===== src/hw/rtl/hrsp_pkg.sv =====
// ============================================================================
// hrsp_pkg: shared definitions for the HTTP request stream parser
// Phase codes, result kinds, error codes, character constants and helpers.
// ============================================================================
package hrsp_pkg;

    localparam int LEN_BITS_DEF = 12;
    localparam int CFG_W        = 12;
    localparam int METHOD_MAX   = 10;
    localparam int METHOD_LEN_W = 5;
    localparam int METHOD_KEEP  = 6;
    localparam int VER_LEN      = 8;

    localparam logic [CFG_W-1:0] ROUTE_MAX_RST = 12'd99;
    localparam logic [CFG_W-1:0] LINE_MAX_RST  = 12'd4095;

    localparam logic [0:0] CFG_IDX_ROUTE = 1'b0;
    localparam logic [0:0] CFG_IDX_LINE  = 1'b1;

    localparam logic [2:0] PH_SKIP    = 3'd0;
    localparam logic [2:0] PH_METHOD  = 3'd1;
    localparam logic [2:0] PH_ROUTE   = 3'd2;
    localparam logic [2:0] PH_VERSION = 3'd3;
    localparam logic [2:0] PH_VERLF   = 3'd4;
    localparam logic [2:0] PH_HEADER  = 3'd5;
    localparam logic [2:0] PH_BODY    = 3'd6;
    localparam logic [2:0] PH_ERROR   = 3'd7;

    localparam logic [2:0] KIND_METHOD = 3'd0;
    localparam logic [2:0] KIND_ROUTE  = 3'd1;
    localparam logic [2:0] KIND_NAME   = 3'd2;
    localparam logic [2:0] KIND_VALUE  = 3'd3;
    localparam logic [2:0] KIND_HDR    = 3'd4;
    localparam logic [2:0] KIND_BODY   = 3'd5;
    localparam logic [2:0] KIND_END    = 3'd6;
    localparam logic [2:0] KIND_ERROR  = 3'd7;

    localparam logic [2:0] ERR_NONE      = 3'd0;
    localparam logic [2:0] ERR_METHOD    = 3'd1;
    localparam logic [2:0] ERR_ROUTE     = 3'd2;
    localparam logic [2:0] ERR_VERSION   = 3'd3;
    localparam logic [2:0] ERR_LINE      = 3'd4;

    localparam logic [1:0] MC_GET     = 2'd0;
    localparam logic [1:0] MC_POST    = 2'd1;
    localparam logic [1:0] MC_DELETE  = 2'd2;
    localparam logic [1:0] MC_UNKNOWN = 2'd3;

    localparam logic [7:0] CH_SPACE = 8'h20;
    localparam logic [7:0] CH_TAB   = 8'h09;
    localparam logic [7:0] CH_LF    = 8'h0A;
    localparam logic [7:0] CH_CR    = 8'h0D;
    localparam logic [7:0] CH_COLON = 8'h3A;

    // first byte in the low byte
    localparam logic [47:0] WORD_GET    = 48'h0000_0054_4547;
    localparam logic [47:0] WORD_POST   = 48'h0000_5453_4F50;
    localparam logic [47:0] WORD_DELETE = 48'h4554_454C_4544;

    typedef struct packed {
        logic [2:0] kind;
        logic [7:0] ch;
        logic [1:0] mc;
        logic       hv;
        logic [2:0] ec;
        logic       eor;
    } res_t;

    function automatic logic is_ws(input logic [7:0] c);
        return (c == CH_SPACE) || ((c >= CH_TAB) && (c <= CH_CR));
    endfunction

    // "HTTP/1.1"
    function automatic logic [7:0] version_char(input logic [2:0] idx);
        logic [7:0] ch;
        case (idx)
            3'd0:    ch = 8'h48;
            3'd1:    ch = 8'h54;
            3'd2:    ch = 8'h54;
            3'd3:    ch = 8'h50;
            3'd4:    ch = 8'h2F;
            3'd5:    ch = 8'h31;
            3'd6:    ch = 8'h2E;
            3'd7:    ch = 8'h31;
            default: ch = 8'h00;
        endcase
        return ch;
    endfunction

    function automatic logic [1:0] method_of(input logic [METHOD_LEN_W-1:0] len,
                                             input logic [47:0] chars);
        logic [1:0] mc;
        mc = MC_UNKNOWN;
        if (len == METHOD_LEN_W'(3) && chars == WORD_GET)
            mc = MC_GET;
        else if (len == METHOD_LEN_W'(4) && chars == WORD_POST)
            mc = MC_POST;
        else if (len == METHOD_LEN_W'(6) && chars == WORD_DELETE)
            mc = MC_DELETE;
        return mc;
    endfunction

endpackage


===== src/hw/rtl/http_request_stream_parser.sv =====
// The results of an accepted byte are registered in the result queue before they are offered.
// Throughput: one byte per cycle while results drain; a byte with two results needs
// two output beats, and s_axis_tready drops while the 4-entry result queue has
// fewer than two free entries.
// Reset (rst_n low, asynchronous): parser back to whitespace skip, route limit 99,
// line limit 4095, result queue empty.
// ============================================================================
// http_request_stream_parser
// Byte-serial HTTP/1.1 request parser: method, route, version, header lines
// and body, with coded errors, emitted as typed result beats.
// ============================================================================
module http_request_stream_parser #(
    parameter int LEN_BITS = hrsp_pkg::LEN_BITS_DEF
) (
    input  logic                       clk,
    input  logic                       rst_n,
    input  logic                       cfg_we,
    input  logic [0:0]                 cfg_index,
    input  logic [hrsp_pkg::CFG_W-1:0] cfg_data,
    input  logic                       s_axis_tvalid,
    output logic                       s_axis_tready,
    input  logic [7:0]                 s_axis_tdata,   // data_byte
    input  logic                       s_axis_tlast,   // last_byte
    output logic                       m_axis_tvalid,
    input  logic                       m_axis_tready,
    output logic [15:0]                m_axis_tdata,   // char_out, method_code,
                                                       // header_valid, error_code, 0 pad
    output logic [2:0]                 m_axis_tuser,   // item_kind
    output logic                       m_axis_tlast    // end_of_run
);

    localparam int CMP_W = (LEN_BITS > hrsp_pkg::CFG_W) ? LEN_BITS : hrsp_pkg::CFG_W;

    // configuration
    logic [hrsp_pkg::CFG_W-1:0] route_max_reg;
    logic [hrsp_pkg::CFG_W-1:0] line_max_reg;

    // parser state
    logic [2:0]          phase_reg,      phase_next;
    logic [LEN_BITS-1:0] field_len_reg,  field_len_next;
    logic [47:0]         method_chars_reg, method_chars_next;
    logic [3:0]          ver_idx_reg,    ver_idx_next;
    logic                ver_ok_reg,     ver_ok_next;
    logic                pending_cr_reg, pending_cr_next;
    logic                colon_reg,      colon_next;
    logic                skip_sp_reg,    skip_sp_next;
    logic                named_reg,      named_next;

    // result queue
    hrsp_pkg::res_t fifo_reg [4];
    logic [1:0] wr_ptr_reg;
    logic [1:0] rd_ptr_reg;
    logic [2:0] count_reg;

    logic           in_acc;
    logic           out_acc;
    logic [7:0]     c;
    logic [LEN_BITS-1:0] fl_base;
    logic [LEN_BITS-1:0] fl1;
    logic [47:0]    mc_base;
    logic           p_valid;
    hrsp_pkg::res_t p_res;
    logic           hdr_err;
    hrsp_pkg::res_t r0;
    hrsp_pkg::res_t r1;
    logic [1:0]     n_push;

    assign c       = s_axis_tdata;
    assign in_acc  = s_axis_tvalid && s_axis_tready;
    assign out_acc = m_axis_tvalid && m_axis_tready;

    always_ff @(posedge clk or negedge rst_n)
    begin
        if (!rst_n)
        begin
            route_max_reg <= hrsp_pkg::ROUTE_MAX_RST;
            line_max_reg  <= hrsp_pkg::LINE_MAX_RST;
        end
        else if (cfg_we)
        begin
            if (cfg_index == hrsp_pkg::CFG_IDX_ROUTE)
                route_max_reg <= cfg_data;
            else
                line_max_reg <= cfg_data;
        end
    end

    always_comb
    begin
        phase_next        = phase_reg;
        field_len_next    = field_len_reg;
        method_chars_next = method_chars_reg;
        ver_idx_next      = ver_idx_reg;
        ver_ok_next       = ver_ok_reg;
        pending_cr_next   = pending_cr_reg;
        colon_next        = colon_reg;
        skip_sp_next      = skip_sp_reg;
        named_next        = named_reg;
        p_valid           = 1'b0;
        p_res             = '0;
        hdr_err           = 1'b0;
        fl_base           = field_len_reg;
        fl1               = field_len_reg;
        mc_base           = method_chars_reg;

        case (phase_reg)
            hrsp_pkg::PH_SKIP, hrsp_pkg::PH_METHOD:
            begin
                if (!(phase_reg == hrsp_pkg::PH_SKIP && hrsp_pkg::is_ws(c)))
                begin
                    if (phase_reg == hrsp_pkg::PH_SKIP)
                    begin
                        fl_base = '0;
                        mc_base = '0;
                    end
                    method_chars_next = mc_base;
                    if (c == hrsp_pkg::CH_SPACE)
                    begin
                        p_valid        = 1'b1;
                        p_res.kind     = hrsp_pkg::KIND_METHOD;
                        p_res.mc       = hrsp_pkg::method_of(
                                             fl_base[hrsp_pkg::METHOD_LEN_W-1:0], mc_base);
                        phase_next     = hrsp_pkg::PH_ROUTE;
                        field_len_next = '0;
                    end
                    else if (fl_base >= LEN_BITS'(hrsp_pkg::METHOD_MAX))
                    begin
                        p_valid    = 1'b1;
                        p_res.kind = hrsp_pkg::KIND_ERROR;
                        p_res.ec   = hrsp_pkg::ERR_METHOD;
                        phase_next = hrsp_pkg::PH_ERROR;
                    end
                    else
                    begin
                        if (fl_base < LEN_BITS'(hrsp_pkg::METHOD_KEEP))
                        begin
                            for (int i = 0; i < hrsp_pkg::METHOD_KEEP; i++)
                            begin
                                if (fl_base[2:0] == 3'(i))
                                    method_chars_next[8*i +: 8] = c;
                            end
                        end
                        field_len_next = fl_base + LEN_BITS'(1);
                        phase_next     = hrsp_pkg::PH_METHOD;
                    end
                end
            end
            hrsp_pkg::PH_ROUTE:
            begin
                if (c == hrsp_pkg::CH_SPACE)
                begin
                    phase_next     = hrsp_pkg::PH_VERSION;
                    field_len_next = '0;
                end
                else if (CMP_W'(field_len_reg) >= CMP_W'(route_max_reg))
                begin
                    p_valid    = 1'b1;
                    p_res.kind = hrsp_pkg::KIND_ERROR;
                    p_res.ec   = hrsp_pkg::ERR_ROUTE;
                    phase_next = hrsp_pkg::PH_ERROR;
                end
                else
                begin
                    field_len_next = field_len_reg + LEN_BITS'(1);
                    p_valid        = 1'b1;
                    p_res.kind     = hrsp_pkg::KIND_ROUTE;
                    p_res.ch       = c;
                end
            end
            hrsp_pkg::PH_VERSION:
            begin
                if (c == hrsp_pkg::CH_CR)
                begin
                    if (!ver_ok_reg || ver_idx_reg != 4'(hrsp_pkg::VER_LEN))
                    begin
                        p_valid    = 1'b1;
                        p_res.kind = hrsp_pkg::KIND_ERROR;
                        p_res.ec   = hrsp_pkg::ERR_VERSION;
                        phase_next = hrsp_pkg::PH_ERROR;
                    end
                    else
                    begin
                        phase_next     = hrsp_pkg::PH_VERLF;
                        field_len_next = '0;
                    end
                end
                else if (ver_ok_reg && !ver_idx_reg[3]
                         && c == hrsp_pkg::version_char(ver_idx_reg[2:0]))
                    ver_idx_next = ver_idx_reg + 4'd1;
                else
                    ver_ok_next = 1'b0;
            end
            hrsp_pkg::PH_VERLF, hrsp_pkg::PH_HEADER:
            begin
                phase_next = hrsp_pkg::PH_HEADER;
                if (!(phase_reg == hrsp_pkg::PH_VERLF && c == hrsp_pkg::CH_LF))
                begin
                    if (pending_cr_reg && c == hrsp_pkg::CH_LF)
                    begin
                        pending_cr_next = 1'b0;
                        if (field_len_reg == '0)
                            phase_next = hrsp_pkg::PH_BODY;
                        else
                        begin
                            p_valid        = 1'b1;
                            p_res.kind     = hrsp_pkg::KIND_HDR;
                            p_res.hv       = colon_reg && named_reg;
                            field_len_next = '0;
                            colon_next     = 1'b0;
                            skip_sp_next   = 1'b0;
                            named_next     = 1'b0;
                        end
                    end
                    else
                    begin
                        // a lone CR counts as a line byte
                        if (pending_cr_reg)
                        begin
                            pending_cr_next = 1'b0;
                            if (CMP_W'(field_len_reg) >= CMP_W'(line_max_reg))
                                hdr_err = 1'b1;
                            else
                                fl1 = field_len_reg + LEN_BITS'(1);
                        end
                        if (!hdr_err)
                        begin
                            if (c == hrsp_pkg::CH_CR)
                            begin
                                pending_cr_next = 1'b1;
                                field_len_next  = fl1;
                            end
                            else if (CMP_W'(fl1) >= CMP_W'(line_max_reg))
                                hdr_err = 1'b1;
                            else
                            begin
                                field_len_next = fl1 + LEN_BITS'(1);
                                if (!colon_reg)
                                begin
                                    if (c == hrsp_pkg::CH_COLON)
                                    begin
                                        colon_next   = 1'b1;
                                        skip_sp_next = 1'b1;
                                    end
                                    else
                                    begin
                                        named_next = 1'b1;
                                        p_valid    = 1'b1;
                                        p_res.kind = hrsp_pkg::KIND_NAME;
                                        p_res.ch   = c;
                                    end
                                end
                                else if (!(skip_sp_reg && hrsp_pkg::is_ws(c)))
                                begin
                                    skip_sp_next = 1'b0;
                                    p_valid      = 1'b1;
                                    p_res.kind   = hrsp_pkg::KIND_VALUE;
                                    p_res.ch     = c;
                                end
                            end
                        end
                        if (hdr_err)
                        begin
                            p_valid    = 1'b1;
                            p_res.kind = hrsp_pkg::KIND_ERROR;
                            p_res.ec   = hrsp_pkg::ERR_LINE;
                            phase_next = hrsp_pkg::PH_ERROR;
                        end
                    end
                end
            end
            hrsp_pkg::PH_BODY:
            begin
                p_valid    = 1'b1;
                p_res.kind = hrsp_pkg::KIND_BODY;
                p_res.ch   = c;
            end
            default:
            begin
                p_valid = 1'b0;
            end
        endcase

        if (s_axis_tlast)
        begin
            phase_next        = hrsp_pkg::PH_SKIP;
            field_len_next    = '0;
            method_chars_next = '0;
            ver_idx_next      = '0;
            ver_ok_next       = 1'b1;
            pending_cr_next   = 1'b0;
            colon_next        = 1'b0;
            skip_sp_next      = 1'b0;
            named_next        = 1'b0;
        end

        // assemble the beats of this byte
        r0      = p_res;
        r1      = '0;
        r1.kind = hrsp_pkg::KIND_END;
        r1.eor  = 1'b1;
        n_push  = 2'd0;
        if (p_valid && s_axis_tlast)
            n_push = 2'd2;
        else if (p_valid)
        begin
            r0.eor = 1'b1;
            n_push = 2'd1;
        end
        else if (s_axis_tlast)
        begin
            r0     = r1;
            n_push = 2'd1;
        end
    end

    always_ff @(posedge clk or negedge rst_n)
    begin
        if (!rst_n)
        begin
            phase_reg        <= hrsp_pkg::PH_SKIP;
            field_len_reg    <= '0;
            method_chars_reg <= '0;
            ver_idx_reg      <= '0;
            ver_ok_reg       <= 1'b1;
            pending_cr_reg   <= 1'b0;
            colon_reg        <= 1'b0;
            skip_sp_reg      <= 1'b0;
            named_reg        <= 1'b0;
        end
        else if (in_acc)
        begin
            phase_reg        <= phase_next;
            field_len_reg    <= field_len_next;
            method_chars_reg <= method_chars_next;
            ver_idx_reg      <= ver_idx_next;
            ver_ok_reg       <= ver_ok_next;
            pending_cr_reg   <= pending_cr_next;
            colon_reg        <= colon_next;
            skip_sp_reg      <= skip_sp_next;
            named_reg        <= named_next;
        end
    end

    // result queue
    always_ff @(posedge clk)
    begin
        if (in_acc && n_push != 2'd0)
            fifo_reg[wr_ptr_reg] <= r0;
        if (in_acc && n_push == 2'd2)
            fifo_reg[wr_ptr_reg + 2'd1] <= r1;
    end

    always_ff @(posedge clk or negedge rst_n)
    begin
        if (!rst_n)
        begin
            wr_ptr_reg <= '0;
            rd_ptr_reg <= '0;
            count_reg  <= '0;
        end
        else
        begin
            if (in_acc)
                wr_ptr_reg <= wr_ptr_reg + n_push;
            if (out_acc)
                rd_ptr_reg <= rd_ptr_reg + 2'd1;
            count_reg <= count_reg + (in_acc ? {1'b0, n_push} : 3'd0)
                         - (out_acc ? 3'd1 : 3'd0);
        end
    end

    assign s_axis_tready = (count_reg <= 3'd2);
    assign m_axis_tvalid = (count_reg != 3'd0);
    assign m_axis_tdata  = {2'b00, fifo_reg[rd_ptr_reg].ec, fifo_reg[rd_ptr_reg].hv,
                            fifo_reg[rd_ptr_reg].mc, fifo_reg[rd_ptr_reg].ch};
    assign m_axis_tuser  = fifo_reg[rd_ptr_reg].kind;
    assign m_axis_tlast  = fifo_reg[rd_ptr_reg].eor;

`ifndef SYNTHESIS
    a_count_bound: assert property (@(posedge clk) disable iff (!rst_n)
        count_reg <= 3'd4)
        else $error("result queue overflow");

    a_last_clears: assert property (@(posedge clk) disable iff (!rst_n)
        (in_acc && s_axis_tlast) |=> (phase_reg == hrsp_pkg::PH_SKIP))
        else $error("parser not back in whitespace skip after last byte");

    a_error_sticky: assert property (@(posedge clk) disable iff (!rst_n)
        (phase_reg == hrsp_pkg::PH_ERROR && !(in_acc && s_axis_tlast))
        |=> (phase_reg == hrsp_pkg::PH_ERROR))
        else $error("error phase left before last byte");

    a_end_is_last: assert property (@(posedge clk) disable iff (!rst_n)
        (m_axis_tvalid && m_axis_tuser == hrsp_pkg::KIND_END) |-> m_axis_tlast)
        else $error("request end beat without tlast");
`endif

endmodule


===== config.mk =====
export PLATFORM = sky130hd
export DESIGN_NAME = http_request_stream_parser
export DESIGN_NICKNAME = d
export VERILOG_FILES = /design/src/hw/rtl/hrsp_pkg.sv /design/src/hw/rtl/http_request_stream_parser.sv
export SDC_FILE = /design/constraint.sdc
export NUM_CORES = 1
export LEC_CHECK = 0
export BUFFER_PORTS_ARGS = -buffer_cell sky130_fd_sc_hd__buf_2
export CORE_MARGIN = 4
export CORE_UTILIZATION = 40
export CTS_CLUSTER_DIAMETER = 30
export DETAILED_ROUTE_END_ITERATION = 8
export PLACE_DENSITY_LB_ADDON = 0.3
export SLEW_MARGIN = 20
export SYNTH_ARGS = -nofsm -noshare
export SYNTH_HDL_FRONTEND = slang
export SYNTH_SLANG_ARGS = --single-unit

===== constraint.sdc =====
create_clock -name clk -period 6.43 [get_ports clk]
set_input_delay 0.3215 -clock clk [delete_from_list [all_inputs] [get_ports clk]]
set_output_delay 0.3215 -clock clk [all_outputs]
set_load 0.02 [all_outputs]

==> flow_summary_export.csv, run 1 <==
group,metric,value,unit
yosys,synth-seq-cells,175,
global_routing,groute.usage.overall,0.2013,
setup_path,crit_top_cell,"sky130_fd_sc_hd__ha_1",
layout,finalInstanceArea,11300,um2
setup_path,slowest_stage,"sky130_fd_sc_hd__a21oi_1",
timing,timing.hold.ws,97.88,ps
die,coreArea,25040,um2
timing,setup_repair_after_global_routing_missed_its_margin,"false",
global_routing,grt_max_degree,71,
yosys,synth-seq-area-share,0.3981,
yosys,netlist-cell-type-count,81,
cts,clock_sinks,175,
cts,clockRootBuffer,"sky130_fd_sc_hd__clkbuf_16",
cts,clock_path_buffers,2,
timing,timing.final.crit_share,0.8968,
die,initial_utilization,0.4054,
timing,setup_tns,0,ps
routing,detail_route.vias_per_cell,5.812,
global_routing,global_route_wire_length_before_repair,46.26,mm
timing,layout_min_cycle_time,5767,ps
min_path,hold_path_startpoint,"cfg_data[8]",
timing,timing.final.max_slew_violations,0,
place,port-buffer-count,46,
die,dieArea,27990,um2
yosys,synth_top_cell_area_share,0.2120,
min_path,timing.hold.worst.class,"primary input to flop",
layout,final_common_cell,"sky130_fd_sc_hd__nand2_1",
setup_path,type_of_element_launching_the_critical_path,"flop",
routing,drt-wirelength-per-cell,18.73,um
yosys,postSynthAreaPerCell,8.911,um2
timing,fmax,173.4,MHz
yosys,async_flop_share,0.5886,
cts,tritoncts,"done",
setup_path,crit_start,"line_max_reg[11]",
setup_path,worst-endpoint-arrival,6110,ps
setup_path,worstReg2RegStart,"line_max_reg[11]",
layout,layout_common_cells,"sky130_fd_sc_hd__nand2_1 (158), sky130_fd_sc_hd__nor2_1 (89), sky130_fd_sc_hd__dfrtp_1 (86)",
routing,finalWirelength,28.09,mm
setup_path,crit_path_cell_trace,"inv_1, ha_1, a21oi_1, o21ai_0, a21oi_1, nand3_1, xor2_1, inv_1, ha_1, a211oi_1, o21ai_0, a21oi_1, o21ai_1, buf_4, o31a_1, o21bai_1, and2_1, ha_1, nand2_1, ha_1, inv_1, ha_1, fa_1, xnor2_1",
yosys,synth.yosys.warnings,0,
setup_path,critical_path.n_buffers_inverters,4,
routing,initialDrtViolationCount,578,
timing,report.final.setup_viol,0,
layout,area_delta_synth_final,11.33,%
yosys,netlist_instances,1139,
layout,antenna_cells,0,
cts,gates_resized_cts_repair,0,
setup_path,timing.critical_path.max_delay_family,"compound AO/OA/AOI/OAI gates",
place,post_dp_cell_area,10690,um2
cts,cts_hold_buffers,1,
yosys,post_synth_main_area_contributors,"sky130_fd_sc_hd__dfrtp_1 (21%), sky130_fd_sc_hd__dfxtp_1 (14%), sky130_fd_sc_hd__ha_1 (6.7%)",
setup_path,worst_ep_required_time,6770,ps
place,gp_routability_congestion,0.8953,
routing,first_pass_iters,5,
cts,post_cts.repair.setup_buffers,0,
yosys,synth_largest_area_cell,"sky130_fd_sc_hd__dfrtp_1",
status,status,"complete, no violations",
layout,largest_reg_flops,72,
die,die_width,167.3,um
setup_path,cpPeakStageDelay,570,ps
routing,antenna_left,0,
timing,max_slew.worst_pin.slew,1047,ps
global_routing,initial_antenna_violation_count,0,
flow_run,drv_cap,0,
cts,clkTransAtPathRegs,80,ps
timing,finClkSkew,14.63,ps
yosys,synth_edf_count,0,
layout,finish.net_count,1239,
timing,slew-limit-headroom,0.2991,
pwr,power.density_cell_area,399.8,nW/um2
cts,clk-insertion-delay-late,450,ps
setup_path,timing.setup.critical_path_class,"flop to flop",
timing,timing.final.hold_violations,0,
routing,dr_total_vias,8718,
global_routing,grt_overflow,0,
routing,drcViolationCount,0,
pwr,worst_vdd_drop,225.7,uV
place,detailed_place_hpwl,20.16,mm
layout,layout_cells_sized_above_1,0.1444,
die,fp-row-count,58,
yosys,synth.cell_area,10150,um2
pwr,power.leakage,4.740,nW
cts,cts-htree-levels,4,
die,die_h,167.3,um
yosys,yosys_most_used_dff,"sky130_fd_sc_hd__dfrtp_1",
global_routing,first_global_vias,8613,
setup_path,crit_path_end_kind,"flop",
setup_path,critical_path_maximum_fanout,10,
cts,tritoncts.num_buffers,17,
die,design.portCount,49,
-- routing by layer --
layer / routed length (um) / track usage
met5: 0 / 0
met2: 13750 / 0.3419
met4: 477 / 0.05222
met1: 12230 / 0.2642
met3: 1630 / 0.03990
-- metrics by stage --
stage	util	setup slack, ps	total power, mW	cells
floorplan	-	1406	2.921	1140
global placement	0.4271	902.7	3.446	1467
detailed placement	0.4271	770.0	3.482	1467
CTS	0.4513	756.1	4.533	1500
global route	0.4513	203.2	4.827	1500
finish	0.4513	663.5	4.518	1500
-- area by class of cell --
class                   count  area, um2
fillers                  2442      13740
multi-input cells         849       5688
flip-flops and latches    175       4040
clock buffers              18      429.2
well taps                 330      412.9
repair buffers             65      377.9
inverters                  49      183.9
clock inverters            14      167.7
-- cell usage after synthesis, drive strengths merged, types with 23 or more instances --
library cell and number:
nand2 160, nor2 89, dfrtp 86, a21oi 77
dfxtp 72, o21ai 61, clkbuf 59, ha 54
nand3 53, a22o 51, inv 48, xnor2 26
nor3 23
-- logic make-up (layout without fill, tap and decap cells) --
logic type,count (synthesis),after routing,synth area share
buf+inv,116,146,0.04401
flops,175,175,0.3981
compound gates,279,279,0.1866
other cells,1,2,0.0003695
xor+xnor,35,35,0.03020
mux,37,37,0.06053
simple gates,441,441,0.2117
fa+ha+maj,55,55,0.06854
-- tightest hold or removal path, stage by stage --
cell and delay (ps):
sky130_fd_sc_hd__buf_2 90, sky130_fd_sc_hd__nand2_1 40, sky130_fd_sc_hd__o21ai_0 60
-- power breakdown --
group	switching, mW	internal, mW	total, mW
clock network	0.519	0.525	1.04
logic	1.16	0.730	1.89
registers	0.223	1.36	1.59
total	1.90	2.62	4.52
-- worst paths after layout --
check	endpoint	slack (ps)	cells after the start
setup / recovery	count_reg[2]	660	24
hold / removal	route_max_reg[8]	100	3
setup reg to reg	count_reg[2]	660	24
hold reg to reg	fifo_reg[3][17]	450	2
max in group asynchronous	method_chars_reg[35]	4770	3
min in group asynchronous	route_max_reg[8]	370	2
Note: power is estimated with default switching activity, not from simulation.
==> run 2: changes to the inputs <==
--- a/config.mk
+++ b/config.mk
@@ -11,2 +11,3 @@
 export CTS_CLUSTER_DIAMETER = 30
+export CTS_CLUSTER_SIZE = 30
 export DETAILED_ROUTE_END_ITERATION = 8
==> constraint.sdc (replaced) <==
create_clock -name clk -period 6.43 [get_ports clk]
set_input_delay 0.643 -clock clk [delete_from_list [all_inputs] [get_ports clk]]
set_output_delay 0.643 -clock clk [all_outputs]
set_load 0.02 [all_outputs]
==> run 2 against run 1 <==
  * Cell count unchanged
  * First-iteration DRC count rose by 8.1%
  * Register-to-register slack improved by 50 ps
  * Global-route usage is 0.16 points higher
  * Die area did not move
  * Final area barely moved
  * Worst setup slack better by 48 ps
  * Total power rose by 0.61%
  * Worst hold slack gained 41 ps
  * Clock skew grew 0.64 ps
  * Critical endpoint unchanged
  * Critical path depth unchanged
==> flow_summary_export.csv, run 2 (same netlist as run 1, synthesis figures left out) <==
group,metric,value,unit
timing,timing.final.crit_share,0.8893,
timing,timing.final.hold_violations,0,
pwr,worst_vdd_drop,260.7,uV
setup_path,type_of_element_launching_the_critical_path,"flop",
cts,cts_hold_buffers,0,
pwr,power.density_cell_area,402.0,nW/um2
timing,layout_min_cycle_time,5718,ps
cts,clock_path_buffers,2,
setup_path,worst_ep_required_time,6760,ps
layout,layout_cells_sized_above_1,0.1462,
place,placedCellCount,1468,
pwr,power.leakage,4.742,nW
cts,clock_sinks,175,
cts,gates_resized_cts_repair,0,
timing,timing.final.max_slew_violations,0,
status,status,"complete, no violations",
global_routing,grt_max_degree,71,
cts,clk-insertion-delay-late,440,ps
place,post_dp_cell_area,10700,um2
place,gp_routability_congestion,0.8954,
timing,slew-limit-headroom,0.3074,
timing,report.final.setup_viol,0,
timing,setup_repair_after_global_routing_missed_its_margin,"false",
pwr,combPwrFrac,0.416,
global_routing,grt_overflow,0,
timing,setup_tns,0,ps
cts,tritoncts,"done",
setup_path,crit_start,"line_max_reg[7]",
flow_run,drv_cap,0,
routing,detail_route.vias_per_cell,5.784,
cts,tritoncts.num_buffers,17,
die,die_width,167.3,um
setup_path,worst-endpoint-arrival,6050,ps
cts,post_cts.repair.setup_buffers,0,
layout,finalInstanceArea,11310,um2
routing,drt-wirelength-per-cell,18.97,um
place,detailed_place_hpwl,20.25,mm
routing,initialDrtViolationCount,625,
die,initial_utilization,0.4054,
routing,dr_total_vias,8676,
setup_path,critical_path.reg2reg.endpoint,"count_reg[2]",
pwr,switchingPower,1.912,mW
setup_path,critical_path_maximum_fanout,10,
min_path,timing.hold.worst.class,"primary input to asynchronous set/reset pin",
routing,first_pass_iters,7,
global_routing,global_route_wire_length_before_repair,46.49,mm
layout,finish.net_count,1239,
layout,final_cells,1500,
layout,largest_reg_flops,72,
pwr,share_seq_of_total_power,0.350,
timing,timing.hold.ws,138.7,ps
die,design.portCount,49,
routing,drcViolationCount,0,
pwr,clock_power_share,0.234,
setup_path,r2r_cells,24,
layout,n_fill_cell,2444,
setup_path,last_element_of_the_critical_path,"count_reg[2]",
routing,finalWirelength,28.46,mm
pwr,fin_total_pwr,4.545,mW
die,dieArea,27990,um2
setup_path,crit_path_end_kind,"flop",
pwr,switching_share,0.4207,
cts,clkTransAtPathRegs,80,ps
place,port-buffer-count,46,
setup_path,timing.setup.critical_path_class,"flop to flop",
global_routing,first_global_vias,8599,
layout,area_delta_synth_final,11.39,%
cts,cts-htree-levels,4,
setup_path,worstReg2RegStart,"line_max_reg[7]",
routing,antenna_left,0,
timing,finClkSkew,15.26,ps
timing,max_slew.worst_pin.slew,1039,ps
setup_path,reg2reg_slack,710,ps
global_routing,groute.usage.overall,0.2028,
timing,fmax,174.9,MHz
global_routing,initial_antenna_violation_count,0,
die,die_h,167.3,um
die,coreArea,25040,um2
die,fp-row-count,58,
layout,antenna_cells,0,
layout,final_common_cell,"sky130_fd_sc_hd__nand2_1",
layout,layout_common_cells,"sky130_fd_sc_hd__nand2_1 (158), sky130_fd_sc_hd__nor2_1 (89), sky130_fd_sc_hd__dfrtp_1 (86)",
cts,clockRootBuffer,"sky130_fd_sc_hd__clkbuf_16",
pwr,p_int,2.633,mW
## run 2: cell types whose count changed in the layout (fill, tap and decap cells not counted), sizes merged
cell / change
buf: +1
clkinv: -3
clkinvlp: +1
dlygate4sd3: -1
inv: +2
## run 2: final cells by class
| cell class | instances | area (um2) | area share |
|---|---|---|---|
| flip-flops and latches | 175 | 4040 | 0.3573 |
| multi-input cells | 849 | 5688 | 0.5031 |
| inverters | 49 | 183.9 | 0.01627 |
| clock buffers | 18 | 439.2 | 0.03884 |
| repair buffers | 65 | 375.4 | 0.03320 |
| well taps | 330 | 412.9 | 0.03652 |
| clock inverters | 14 | 166.4 | 0.01472 |
## run 2: power groups by stage
stage                     sequential [mW]  combinational, mW  clock [mW]
after floorplan                      1.49               1.43           0
after global placement               1.60               1.85           0
after detailed placement             1.61               1.88           0
after CTS                            1.59               1.89        1.08
after global routing                 1.62               2.10        1.13
final                                1.59               1.89        1.06
## run 2: worst min path at each step
stage / from / end / slack [ps] / depth (start not counted)
floorplan: rst_n / colon_reg / 350 / 0
global placement: fifo_reg[3][17] / fifo_reg[3][17] / 430 / 2
detailed placement: fifo_reg[2][17] / fifo_reg[2][17] / 440 / 2
CTS: rst_n / route_max_reg[8] / 150 / 1
global route: rst_n / route_max_reg[8] / 160 / 1
finish: rst_n / route_max_reg[8] / 140 / 1
## run 2: layer usage
metal / part of all wire / global-route usage / vias up / wire length, um
li1: - / - / 4144 / -
met1: 0.44 / 0.2692 / 4248 / 12450
met2: 0.49 / 0.3449 / 237 / 14020
met3: 0.049 / 0.03022 / 47 / 1408
met4: 0.020 / 0.05999 / 0 / 583
met5: 0 / 0 / - / 0
## run 2: stage by stage
step | setup slack (ps) | utilization
after floorplan | 1406 | -
after global placement | 903.3 | 0.4274
after detailed placement | 791.7 | 0.4274
after CTS | 782.3 | 0.4516
after global routing | 239.6 | 0.4516
final | 711.5 | 0.4516
## run 2: critical path, cell delays in order (launching register included)
cell,delay [ps]
sky130_fd_sc_hd__dfstp_2,530
sky130_fd_sc_hd__inv_1,50
sky130_fd_sc_hd__ha_1,310
sky130_fd_sc_hd__a21oi_1,140
sky130_fd_sc_hd__o21ai_0,120
sky130_fd_sc_hd__a21oi_1,600
sky130_fd_sc_hd__nand3_1,170
sky130_fd_sc_hd__xor2_1,410
sky130_fd_sc_hd__inv_1,140
sky130_fd_sc_hd__ha_1,310
sky130_fd_sc_hd__a211oi_1,210
sky130_fd_sc_hd__o21ai_0,150
sky130_fd_sc_hd__a21oi_1,160
sky130_fd_sc_hd__o21ai_1,90
sky130_fd_sc_hd__buf_4,170
sky130_fd_sc_hd__o31a_1,270
sky130_fd_sc_hd__o21bai_1,220
sky130_fd_sc_hd__and2_1,190
sky130_fd_sc_hd__ha_1,250
sky130_fd_sc_hd__nand2_1,80
sky130_fd_sc_hd__ha_1,280
sky130_fd_sc_hd__inv_1,40
sky130_fd_sc_hd__ha_1,180
sky130_fd_sc_hd__fa_1,380
sky130_fd_sc_hd__xnor2_1,130
==> run 3: changes to the inputs <==
Settings changed: MAX_ROUTING_LAYER set to met4.
==> run 3 against run 2 <==
  * Clock skew fell by 2.0 ps
  * Worst hold slack about the same
  * Die area unchanged
  * Non-clock buffer count stayed put
  * Worst setup slack better by 5.4 ps
  * Via count rose by 0.12%
  * Clock power is essentially flat
  * Sequential power about the same
  * Routed wire length down 0.24%
  * Fmax is essentially flat
  * Largest cell class unchanged
  * Largest power group unchanged
  * Highest routed layer unchanged
==> flow_summary_export.csv, run 3 (same netlist as run 1, synthesis figures left out) <==
group,metric,value,unit
layout,finish.net_count,1239,
timing,slew-limit-headroom,0.3159,
timing,max_slew.worst_pin.slew,1026,ps
timing,fmax,175.0,MHz
routing,finalWirelength,28.39,mm
cts,clkTransAtPathRegs,80,ps
timing,report.final.setup_viol,0,
global_routing,grt_overflow,0,
flow_run,drv_cap,0,
timing,finClkSkew,13.26,ps
die,design.portCount,49,
global_routing,first_global_vias,8586,
layout,final_common_cell,"sky130_fd_sc_hd__nand2_1",
setup_path,worst-endpoint-arrival,6050,ps
place,post_dp_cell_area,10700,um2
routing,antenna_left,0,
routing,dr_total_vias,8686,
layout,finalInstanceArea,11310,um2
timing,timing.final.hold_violations,0,
setup_path,crit_path_end_kind,"flop",
setup_path,critical_path_maximum_fanout,10,
pwr,combPwrFrac,0.416,
routing,detail_route.vias_per_cell,5.791,
place,port-buffer-count,46,
layout,multi_input_comb_area,5688,um2
die,die_width,167.3,um
routing,first_pass_iters,5,
global_routing,global_route_wire_length_before_repair,46.50,mm
pwr,power.density_cell_area,401.5,nW/um2
routing,drt-wirelength-per-cell,18.93,um
global_routing,grt_max_degree,71,
layout,largest_reg_flops,72,
layout,layout.core_utilization,0.4516,
timing,setup_repair_after_global_routing_missed_its_margin,"false",
die,initial_utilization,0.4054,
global_routing,groute.usage.overall,0.2088,
cts,clk-insertion-delay-late,450,ps
routing,initialDrtViolationCount,603,
die,fp-row-count,58,
die,coreArea,25040,um2
routing,drcViolationCount,0,
pwr,clock_power_share,0.234,
die,die_h,167.3,um
place,detailed_place_hpwl,20.25,mm
setup_path,crit_top_cell,"sky130_fd_sc_hd__ha_1",
setup_path,critical_path.reg2reg.endpoint,"count_reg[2]",
pwr,share_seq_of_total_power,0.350,
pwr,power.leakage,4.742,nW
layout,regArea,4040,um2
timing,setup_tns,0,ps
setup_path,slowest_stage,"sky130_fd_sc_hd__a21oi_1",
cts,clock_sinks,175,
timing,timing.final.crit_share,0.8885,
cts,tritoncts,"done",
cts,post_cts.repair.setup_buffers,0,
setup_path,crit_path_cell_trace,"inv_1, ha_1, a21oi_1, o21ai_0, a21oi_1, nand3_1, xor2_1, inv_1, ha_1, a211oi_1, o21ai_0, a21oi_1, o21ai_1, buf_4, o31a_1, o21bai_1, and2_1, ha_1, nand2_1, ha_1, inv_1, ha_1, fa_1, xnor2_1",
pwr,p_int,2.633,mW
setup_path,cpPeakStageDelay,590,ps
layout,layout_cells_sized_above_1,0.1462,
timing,timing.final.max_slew_violations,0,
cts,cts_hold_buffers,0,
cts,clockRootBuffer,"sky130_fd_sc_hd__clkbuf_16",
setup_path,timing.setup.critical_path_class,"flop to flop",
die,dieArea,27990,um2
setup_path,worst_ep_required_time,6760,ps
setup_path,crit_start,"line_max_reg[7]",
global_routing,initial_antenna_violation_count,0,
cts,tritoncts.num_buffers,17,
layout,antenna_cells,0,
place,gp_routability_congestion,0.9106,
setup_path,timing.critical_path.max_delay_family,"compound AO/OA/AOI/OAI gates",
setup_path,worstReg2RegStart,"line_max_reg[7]",
pwr,switchingPower,1.906,mW
setup_path,last_element_of_the_critical_path,"count_reg[2]",
status,status,"complete, no violations",
pwr,switching_share,0.4200,
setup_path,cp.depth,24,
layout,layout_common_cells,"sky130_fd_sc_hd__nand2_1 (158), sky130_fd_sc_hd__nor2_1 (89), sky130_fd_sc_hd__dfrtp_1 (86)",
pwr,worst_vdd_drop,260.7,uV
setup_path,type_of_element_launching_the_critical_path,"flop",
min_path,timing.hold.worst.class,"primary input to asynchronous set/reset pin",
setup_path,reg2reg_slack,720,ps
layout,area_delta_synth_final,11.39,%
pwr,fin_total_pwr,4.539,mW
setup_path,critical_path.n_buffers_inverters,4,
cts,gates_resized_cts_repair,0,
cts,cts-htree-levels,4,
timing,layout_min_cycle_time,5713,ps
layout,n_fill_cell,2444,
setup_path,r2r_cells,24,
cts,clock_path_buffers,2,
## run 3: cell counts in the layout (fill, tap and decap cells not counted)
Identical to the previous run, type by type.
## run 3: worst min path at each step
stage               slack [ps]  depth (start not counted)          endpoint            start
detailed placement         440                          2   fifo_reg[2][17]  fifo_reg[2][17]
CTS                        150                          1  route_max_reg[8]            rst_n
global placement           430                          2   fifo_reg[3][17]  fifo_reg[3][17]
global route               160                          1  route_max_reg[8]            rst_n
finish                     140                          1  route_max_reg[8]            rst_n
floorplan                  350                          0         colon_reg            rst_n
## run 3: cell type report
| class | instances | share of cell area |
|---|---|---|
| multi-input combinational | 849 | 0.5031 |
| clock buffer | 18 | 0.03884 |
| clock inverter | 14 | 0.01472 |
| tap | 330 | 0.03652 |
| inverter | 49 | 0.01627 |
| timing repair buffer | 65 | 0.03320 |
| sequential | 175 | 0.3573 |
## run 3: per-stage QoR
step / hold slack, ps / setup WS [ps] / cells
after floorplan: 347.4 / 1406 / 1140
after global placement: 431.6 / 903.3 / 1468
after detailed placement: 441.5 / 791.7 / 1468
after CTS: 145.2 / 782.3 / 1500
after global routing: 161.0 / 239.6 / 1500
final: 138.8 / 716.9 / 1500
## run 3: power groups by stage
stage	logic, mW	clock network, mW	registers [mW]
after floorplan	1.43	0	1.49
after global placement	1.85	0	1.60
after detailed placement	1.88	0	1.61
after CTS	1.89	1.08	1.59
after global routing	2.10	1.13	1.62
final	1.89	1.06	1.59
## run 3: layer usage
metal | share of wire | track usage | vias to the layer above | wire (um)
met1 | 0.43 | 0.2698 | 4211 | 12320
met3 | 0.052 | 0.02880 | 51 | 1464
met2 | 0.49 | 0.3450 | 274 | 14010
met5 | 0 | - | - | 0
met4 | 0.021 | 0.05999 | 0 | 595
li1 | - | - | 4150 | -
